**src/hdl/prds_pkg.sv**
```systemverilog
// Shared constants, types and the RGB565 packing function for the palette scaler.
package prds_pkg;

    localparam int ADDR_W  = 17;
    localparam int COLOR_W = 16;
    localparam int CHAN_W  = 8;

    localparam int DEF_SRC_WIDTH     = 120;
    localparam int DEF_SRC_HEIGHT    = 160;
    localparam int DEF_DST_WIDTH     = 240;
    localparam int DEF_PALETTE_DEPTH = 256;

    localparam logic CMD_LOAD  = 1'b0;
    localparam logic CMD_PIXEL = 1'b1;

    // Position of a write within the 2x2 block
    typedef enum logic [1:0] {
        BEAT_TL = 2'd0,
        BEAT_TR = 2'd1,
        BEAT_BL = 2'd2,
        BEAT_BR = 2'd3
    } beat_t;

    function automatic logic [COLOR_W-1:0] pack565(
        input logic [CHAN_W-1:0] r,
        input logic [CHAN_W-1:0] g,
        input logic [CHAN_W-1:0] b
    );
        return {r[7:3], g[7:2], b[7:3]};
    endfunction

endpackage

```
**src/hdl/prds_ram.sv**
```systemverilog
// Generic single-write, single-read RAM with registered read data.
module prds_ram #(
    parameter int WIDTH = 16,
    parameter int DEPTH = 256,
    localparam int AW   = (DEPTH > 1) ? $clog2(DEPTH) : 1
) (
    input  logic             clk,
    input  logic             we,
    input  logic [AW-1:0]    waddr,
    input  logic [WIDTH-1:0] wdata,
    input  logic             re,
    input  logic [AW-1:0]    raddr,
    output logic [WIDTH-1:0] rdata
);

    logic [WIDTH-1:0] mem [DEPTH];
    logic [WIDTH-1:0] rdata_reg;

    always_ff @(posedge clk)
    begin
        if (we)
        begin
            mem[waddr] <= wdata;
        end
        if (re)
        begin
            rdata_reg <= mem[raddr];
        end
    end

    assign rdata = rdata_reg;

endmodule

```
**src/hdl/palette_rgb565_double_scaler_unit.sv**
```systemverilog
// Palette lookup and 2x2 pixel replication for an RGB565 display (top level).
//
//  channel | signals                                          | dir | word
//  --------+--------------------------------------------------+-----+---------------------------
//  input   | in_valid/in_ready, cmd, entry_number, red, green, | in  | palette load or one pixel
//          | blue, pixel_index, src_col, src_row              |     |
//  output  | out_valid/out_ready, dst_address, color, last    | out | one display write
//
//  A load word writes the palette RAM at its acceptance edge.
//  An on-source pixel word reads the RAM at acceptance, waits in a holding stage, then gives
//  four writes from the output register, which takes a new pixel only when its block ends.
//  Loads and off-source pixels are taken every cycle while the holding stage has room.
//  Reset clears the control state only; the palette holds garbage until loaded.
//  A stalled output holds its word and backs up into the holding stage, then the input.
module palette_rgb565_double_scaler_unit
    import prds_pkg::*;
#(
    parameter int SRC_WIDTH     = DEF_SRC_WIDTH,
    parameter int SRC_HEIGHT    = DEF_SRC_HEIGHT,
    parameter int DST_WIDTH     = DEF_DST_WIDTH,
    parameter int PALETTE_DEPTH = DEF_PALETTE_DEPTH
) (
    input  logic               clk,
    input  logic               rst_n,

    input  logic               in_valid,
    output logic               in_ready,
    input  logic               cmd,
    input  logic [7:0]         entry_number,
    input  logic [7:0]         red,
    input  logic [7:0]         green,
    input  logic [7:0]         blue,
    input  logic [7:0]         pixel_index,
    input  logic [6:0]         src_col,
    input  logic [7:0]         src_row,

    output logic               out_valid,
    input  logic               out_ready,
    output logic [ADDR_W-1:0]  dst_address,
    output logic [COLOR_W-1:0] color,
    output logic               last
);

    localparam int PAL_AW = $clog2(PALETTE_DEPTH);
    localparam logic [ADDR_W-1:0] DST_W_A = ADDR_W'(DST_WIDTH);

    logic                in_fire;
    logic                load_we;
    logic                pix_take;
    logic                pix_on_src;
    logic [ADDR_W-1:0]   pix_base;
    logic [COLOR_W-1:0]  pal_rdata;

    // Holding stage
    logic                a_valid_reg, a_valid_next;
    logic [ADDR_W-1:0]   a_base_reg;
    logic                a_hit_reg;
    logic                a_move;

    // Output register
    logic                out_valid_reg, out_valid_next;
    beat_t               beat_reg, beat_next;
    logic [ADDR_W-1:0]   base_reg, base_next;
    logic [ADDR_W-1:0]   dst_address_reg, dst_address_next;
    logic [COLOR_W-1:0]  color_reg, color_next;
    logic                out_fire;

    assign in_fire  = in_valid && in_ready;
    assign out_fire = out_valid_reg && out_ready;

    assign load_we    = in_fire && (cmd == CMD_LOAD) && (32'(entry_number) < PALETTE_DEPTH);
    assign pix_on_src = (32'(src_col) < SRC_WIDTH) && (32'(src_row) < SRC_HEIGHT);
    assign pix_take   = in_fire && (cmd == CMD_PIXEL) && pix_on_src;
    assign pix_base   = ADDR_W'({src_row, 1'b0}) * DST_W_A + ADDR_W'({src_col, 1'b0});

    prds_ram #(
        .WIDTH (COLOR_W),
        .DEPTH (PALETTE_DEPTH)
    ) u_palette (
        .clk   (clk),
        .we    (load_we),
        .waddr (entry_number[PAL_AW-1:0]),
        .wdata (pack565(red, green, blue)),
        .re    (pix_take),
        .raddr (pixel_index[PAL_AW-1:0]),
        .rdata (pal_rdata)
    );

    // Advance the held pixel once the output register is empty or finishing its block
    assign a_move   = a_valid_reg && (!out_valid_reg || (out_fire && beat_reg == BEAT_BR));
    assign in_ready = !a_valid_reg || a_move;

    always_comb
    begin
        a_valid_next = a_valid_reg;
        if (pix_take)
        begin
            a_valid_next = 1'b1;
        end
        else if (a_move)
        begin
            a_valid_next = 1'b0;
        end
    end

    always_ff @(posedge clk or negedge rst_n)
    begin
        if (!rst_n)
        begin
            a_valid_reg <= 1'b0;
        end
        else
        begin
            a_valid_reg <= a_valid_next;
        end
    end

    always_ff @(posedge clk)
    begin
        if (pix_take)
        begin
            a_base_reg <= pix_base;
            a_hit_reg  <= (32'(pixel_index) < PALETTE_DEPTH);
        end
    end

    always_comb
    begin
        out_valid_next   = out_valid_reg;
        beat_next        = beat_reg;
        base_next        = base_reg;
        dst_address_next = dst_address_reg;
        color_next       = color_reg;
        if (a_move)
        begin
            out_valid_next   = 1'b1;
            beat_next        = BEAT_TL;
            base_next        = a_base_reg;
            dst_address_next = a_base_reg;
            color_next       = a_hit_reg ? pal_rdata : '0;
        end
        else if (out_fire)
        begin
            case (beat_reg)
                BEAT_TL:
                begin
                    beat_next        = BEAT_TR;
                    dst_address_next = base_reg + ADDR_W'(1);
                end
                BEAT_TR:
                begin
                    beat_next        = BEAT_BL;
                    dst_address_next = base_reg + DST_W_A;
                end
                BEAT_BL:
                begin
                    beat_next        = BEAT_BR;
                    dst_address_next = base_reg + DST_W_A + ADDR_W'(1);
                end
                default:
                begin
                    out_valid_next = 1'b0;
                end
            endcase
        end
    end

    always_ff @(posedge clk or negedge rst_n)
    begin
        if (!rst_n)
        begin
            out_valid_reg <= 1'b0;
            beat_reg      <= BEAT_TL;
        end
        else
        begin
            out_valid_reg <= out_valid_next;
            beat_reg      <= beat_next;
        end
    end

    always_ff @(posedge clk)
    begin
        base_reg        <= base_next;
        dst_address_reg <= dst_address_next;
        color_reg       <= color_next;
    end

    assign out_valid   = out_valid_reg;
    assign dst_address = dst_address_reg;
    assign color       = color_reg;
    assign last        = (beat_reg == BEAT_BR);

    // A block that is not finished keeps its output word pending
    a_block_continues: assert property (@(posedge clk) disable iff (!rst_n)
        out_fire && beat_reg != BEAT_BR |=> out_valid_reg)
        else $error("output dropped before the fourth write");

    // A pixel handed to the output register starts at the top-left write
    a_block_start: assert property (@(posedge clk) disable iff (!rst_n)
        a_move |=> out_valid_reg && beat_reg == BEAT_TL && dst_address_reg == base_reg)
        else $error("block did not start at its top-left write");

    // A held pixel keeps its address while the output register is busy
    a_hold_stable: assert property (@(posedge clk) disable iff (!rst_n)
        a_valid_reg && !a_move |=> a_valid_reg && $stable(a_base_reg))
        else $error("held pixel lost or changed");

endmodule
```
**config.mk**
```make
export PLATFORM = sky130hd
export DESIGN_NAME = palette_rgb565_double_scaler_unit
export DESIGN_NICKNAME = d
export VERILOG_FILES = /design/src/hdl/prds_pkg.sv /design/src/hdl/prds_ram.sv /design/src/hdl/palette_rgb565_double_scaler_unit.sv
export SDC_FILE = /design/constraint.sdc
export NUM_CORES = 2
export LEC_CHECK = 0
export BUFFER_PORTS_ARGS = -buffer_cell sky130_fd_sc_hd__buf_2
export CORE_UTILIZATION = 40
export CTS_CLUSTER_SIZE = 25
export DETAILED_ROUTE_END_ITERATION = 7
export GPL_TIMING_DRIVEN = 0
export HOLD_SLACK_MARGIN = 0.03
export SYNTH_ARGS = -nofsm -noshare
export SYNTH_HDL_FRONTEND = slang
export SYNTH_SLANG_ARGS = --single-unit
```
**constraint.sdc**
```tcl
create_clock -name clk -period 7 [get_ports clk]
set_input_delay 0.7 -clock clk [delete_from_list [all_inputs] [get_ports clk]]
set_output_delay 0.7 -clock clk [all_outputs]
set_load 0.1 [all_outputs]
```
==> Word-level counts from Yosys, hierarchy flattened <==
Memories as Yosys holds them, arrays and structs flattened. A register that Yosys moved wholly into a read port is not among the register bits.
Index checks and enable logic that the tools add are counted.
{ "word_totals": {"mem_bits_ro": 0, "latch_bits": 0, "ram_bits": 4096, "register_bits": 71, "memories": 1} }
{ "mem_list": {"columns": ["name", "words", "word_bits", "rd", "rd_ports_with_merged_regs", "write_ports", "line", "text"], "rows": [
  ["u_palette.mem", 256, 16, 1, 1, 1, "prds_ram.sv:16", "logic [WIDTH-1:0] mem [DEPTH];"]
]} }
{ "classes": {"n_mux": 13, "n_mul": 1, "addsub": 4, "div": 0, "n_reduce_logical": 19, "shift": 0, "n_eq_ne": 4, "magnitude_cmp": 2, "bitwise_logic": 1} }
{ "ops": {"columns": ["operator", "count"], "rows": [
  ["17-bit one-hot mux with 3 select lines", 1],
  ["17-bit by 1-bit adder with 17-bit output, second input constant", 2],
  ["17-bit two-way mux", 2],
  ["17-bit by 8-bit adder with 17-bit output", 1],
  ["17-bit by 8-bit adder with 17-bit output, second input constant", 1],
  ["8-bit by 4-bit multiplier with 12-bit output, second input constant", 1],
  ["1-bit logical AND", 8],
  ["8-bit less-than comparator, second input constant", 1],
  ["7-bit less-than comparator, second input constant", 1],
  ["1-bit two-way mux", 7],
  ["2-bit one-hot mux with 3 select lines", 1],
  ["2-bit == test, second input constant", 2],
  ["2-bit two-way mux", 2],
  ["2-bit AND reduction", 2],
  ["2-bit nonzero test", 2],
  ["4-bit nonzero test", 1],
  ["3-bit OR reduction", 1],
  ["2-bit by 1-bit == test with 1-bit output, second input constant", 1],
  ["1-bit zero test", 2],
  ["2-bit zero test", 1],
  ["1-bit logical OR", 2],
  ["2-bit by 1-bit inequality test with 1-bit output, second input constant", 1],
  ["1-bit inverter", 1]
]} }

==> Logic depth before layout (Yosys ltp) <==
{ "depth": {"word_depth": 9, "ltp_mapped": 12, "mapped_depth_nobuf": 11} }

==> Modules after synthesis <==
A second synthesis with hierarchy kept.
{ "hier_totals": {"hier_cells": 7642, "hier_area_um2": 162527.1} }
{ "by_module_without_submodules": {"columns": ["mod", "area_per_inst_um2", "seq_area_each_um2", "cells_each", "n_inst"], "rows": [
  ["prds_ram", 158874.9, 123478.4, 7360, 1],
  ["palette_rgb565_double_scaler_unit", 3652.3, 2052.0, 282, 1]
]} }

==> Least setup slack after synthesis <==
OpenSTA, ideal clock, no wires.
{ "synth_path": {"kind": "reg2reg", "from": "register beat_reg[0]", "to": "register a_base_reg[10] (enable)", "synth_period_minus_slack_ps": 8273, "path_buffers": 0, "arrival_ps": 7673, "setup_time_ps": 600, "slack_ps": -1273, "stages_incl_launch_ff": 6, "path_cell_list": "dfrtp_1 > ha_1 > a21boi_0 > nand2_1 > nand2_1 > a2111oi_0"} }
{ "synth_between": {"elab_chain_len": 8} }
{ "synth_lines": {"columns": ["element", "line", "text"], "rows": [
  ["start: declaration", "palette_rgb565_double_scaler_unit.sv:62", "beat_t beat_reg, beat_next;"],
  ["start signal: assignment", "palette_rgb565_double_scaler_unit.sv:178", "beat_reg <= beat_next;"],
  ["2-bit == test", null, null],
  ["named net last", "palette_rgb565_double_scaler_unit.sv:41", "output logic last"],
  ["1-bit logical AND", "palette_rgb565_double_scaler_unit.sv:90", "assign a_move = a_valid_reg && (!out_valid_reg || (out_fire && beat_reg == BEAT_BR));"],
  ["1-bit logical OR", "palette_rgb565_double_scaler_unit.sv:90", null],
  ["1-bit logical AND", "palette_rgb565_double_scaler_unit.sv:90", null],
  ["1-bit logical OR", "palette_rgb565_double_scaler_unit.sv:91", "assign in_ready = !a_valid_reg || a_move;"],
  ["named net in_ready", "palette_rgb565_double_scaler_unit.sv:27", "output logic in_ready,"],
  ["1-bit logical AND", "palette_rgb565_double_scaler_unit.sv:68", "assign in_fire = in_valid && in_ready;"],
  ["1-bit logical AND (2 in series)", "palette_rgb565_double_scaler_unit.sv:73", "assign pix_take = in_fire && (cmd == CMD_PIXEL) && pix_on_src;"],
  ["end signal: assignment", "palette_rgb565_double_scaler_unit.sv:122", "a_base_reg <= pix_base;"],
  ["end: declaration", "palette_rgb565_double_scaler_unit.sv:56", "logic [ADDR_W-1:0] a_base_reg;"]
]} }
The timed path passes the listed nets, and every way through them passes these cells.
A chain may end at the register's enable or synchronous reset.

==> qor.csv <==
stage,metric,value,unit
status,status,"complete, but fails checks",
status,failed_checks,"max-capacitance violations, max-slew violations",
clocking,cts.htree.levels,5,
timing,tns,0,ns
yosys,yosysWarnings,0,
clocking,cts_tree,built,
yosys,post-synth-top-count-cell,edfxtp_1,
timing,period_minus_slack,5.66,ns
timing,rsz0062_at_grt,false,
yosys,synth_commonest_cells,"edfxtp_1 (4,177), mux4_2 (816), mux2i_1 (544), nor2_1 (342), o22ai_1 (290)",
drt,first_pass_iters,6,
timing,max_freq,0.177,GHz
drt,drt_iter0_drc,11200,
yosys,syn_avg_cell_area,21.7,um2
drt,viasPerCell,5.98,
pwr,p_leak,0.0592,uW
pwr,p_per_area,287,nW/um2
placement,io_buffers,83,
clocking,clk_path_buf_depth,4,
clocking,cts_made_buffers,416,
pwr,ir_drop,0.236,mV
layout,fin_nets,8302,
clocking,clkLatencyLatePin,1.01,ns
yosys,synth_edf_count,4177,
layout,largest_register_ffs,4096,
die,initial_core_util,0.402,
worst_setup_path,r2r_slack,2.23,ns
clocking,clk_pin_slew,0.06,ns
timing,slew_headroom,-0.129,
die,die_area,404000,um2
yosys,synthArstFlopShare,0.000957,
worst_setup_path,reg2reg_from,beat_reg[1],
global_routing,gr-total-overflow,0,
clocking,hold_buffers,6,
drt,vias,82800,
timing,finClkSkew,0.0604,ns
layout,num-fill-cells,32600,
timing,period_share,0.808,
yosys,seq_area_frac_synth,0.781,
die,num_io_pins,96,
timing,setup_slack,1.34,ns
layout,syn2layout_area_growth,16.6,%
yosys,ys.flop_type,edfxtp_1,
die,die_width,636,um
drt,wl,495000,um
clocking,clock-sinks,4181,
worst_setup_path,crit_path_start_kind,primary input,
placement,gp_congestion,0.950,
timing,slew_violations,33,
worst_setup_path,worstPathRequired,7.69,ns
worst_setup_path,crit_start,pixel_index[2],
yosys,synth-seq-cells,4181,
run,cap_violations,11,
yosys,netlist_area,161000,um2
yosys,synth.area.top_cells,"edfxtp_1 (78%), mux4_2 (11%), mux2i_1 (3.4%)",
global_routing,antenna_found_initial,26,
placement,preCtsSetupSlack,0.598,ns
die,row_count,232,
drt,drt-wirelength-per-cell,35.8,um
worst_setup_path,worstSetupPathType,primary input to flip-flop,
worst_setup_path,critPathMaxFanout,10,
drt,drc_errors,0,
placement,dpl.hpwl,344000,um
global_routing,grt_pass1_vias,81600,
die,fp.coreArea,399000,um2
drt,antenna_left,0,
yosys,synth_cells,7389,
timing,hold_viol,0,
yosys,synth_nets,7487,
timing,setup_viol,0,
yosys,synth_top_area_frac,0.781,
worst_setup_path,critPathArrivalTime,6.34,ns
clocking,root_buffer,clkbuf_16,
clocking,ctsResizeCount,0,
die,chipHeight,636,um
global_routing,grt_start_max_net_pins,145,
clocking,post-cts-setup-buffers,0,
worst_setup_path,critPathCaptureType,flip-flop,
yosys,ys_types,65,
yosys,synth.largest_area_cell,edfxtp_1,
global_routing,grt_pass1_wl,672000,um
timing,tightestPinTransition,1.68,ns
min_path,hold_class,primary input to asynchronous set/reset pin,
layout,drive_gt1_frac,0.272,
global_routing,grtUsageTotal,0.241,
==> critical path: stages <==
cell,delay (ns)
buf_2,0.34
nor2b_1,0.81
buf_2,0.55
buf_2,0.35
clkbuf_1,0.81
a22oi_1,0.45
a21oi_1,0.80
nand4_1,0.70
a211oi_2,0.78
==> placed cells by master (no fill, tap or decap), types with 60 or more instances in the layout <==
master | netlist | routed
buf_16 | 0 | 69
clkinv_1 | 1 | 115
mux4_2 | 816 | 816
clkinv_2 | 0 | 66
a22oi_1 | 112 | 112
clkbuf_1 | 182 | 242
buf_6 | 61 | 66
nor2_1 | 342 | 86
nand2_1 | 60 | 60
a22o_1 | 96 | 96
buf_2 | 91 | 162
clkbuf_16 | 0 | 426
nor2_2 | 1 | 257
edfxtp_1 | 4177 | 4177
buf_8 | 7 | 234
mux2i_1 | 544 | 544
o22ai_1 | 290 | 290
buf_4 | 57 | 76
==> routing by layer <==
layer	global-route usage	vias up	routed length [um]
li1	-	32900	-
met1	0.314	44300	187000
met2	0.382	4575	233000
met3	0.0522	962	46900
met4	0.122	10	28600
met5	0.00414	-	282
==> cells by family after synthesis <==
family,share of synthesized area
flip-flops,0.781
multiplexers,0.148
AO/OA/AOI/OAI,0.0314
AND/OR/NAND/NOR,0.0177
buffers and inverters,0.0162
adder cells (fa/ha/maj),0.00361
XOR/XNOR,0.00131
==> final timing paths <==
path                                     endpoint  depth (start not counted)
setup / recovery              u_palette.rdata[15]                          9
hold / removal                          out_valid                          2
setup reg to reg            u_palette.mem[227][1]                          9
hold reg to reg                         color[15]                          0
max in group asynchronous             beat_reg[0]                          2
min in group clk           u_palette.mem[243][13]                          1
==> through the flow <==
stage,total power (uW),utilization,cell area (um2),hold slack (ns),instances
after floorplan,30400,-,161000,0.400,7389
after global placement,32100,0.420,168000,0.406,12700
after detailed placement,32200,0.435,174000,0.410,13000
after CTS,54000,0.469,187000,0.0303,13800
after global routing,55000,0.469,187000,0.103,13800
final,53800,0.469,187000,0.0966,13800
==> layout make-up <==
type	instances	area [um2]	area share
Multi-Input combinational cell	2755	33300	0.178
Tap cell	5265	6590	0.0352
Sequential cell	4181	126000	0.670
Inverter	31	116	0.000621
Antenna cell	26	65.1	0.000347
Clock buffer	503	10900	0.0584
Clock inverter	258	2400	0.0128
Timing Repair Buffer	397	5940	0.0317
Buffer	422	2510	0.0134
==> power by group <==
part           internal (uW)  switching (uW)  total [uW]
sequential             27700            51.4       27800
clock                  12600            9510       22100
combinational           1060            2810        3870
(Power assumes the default switching activity.)
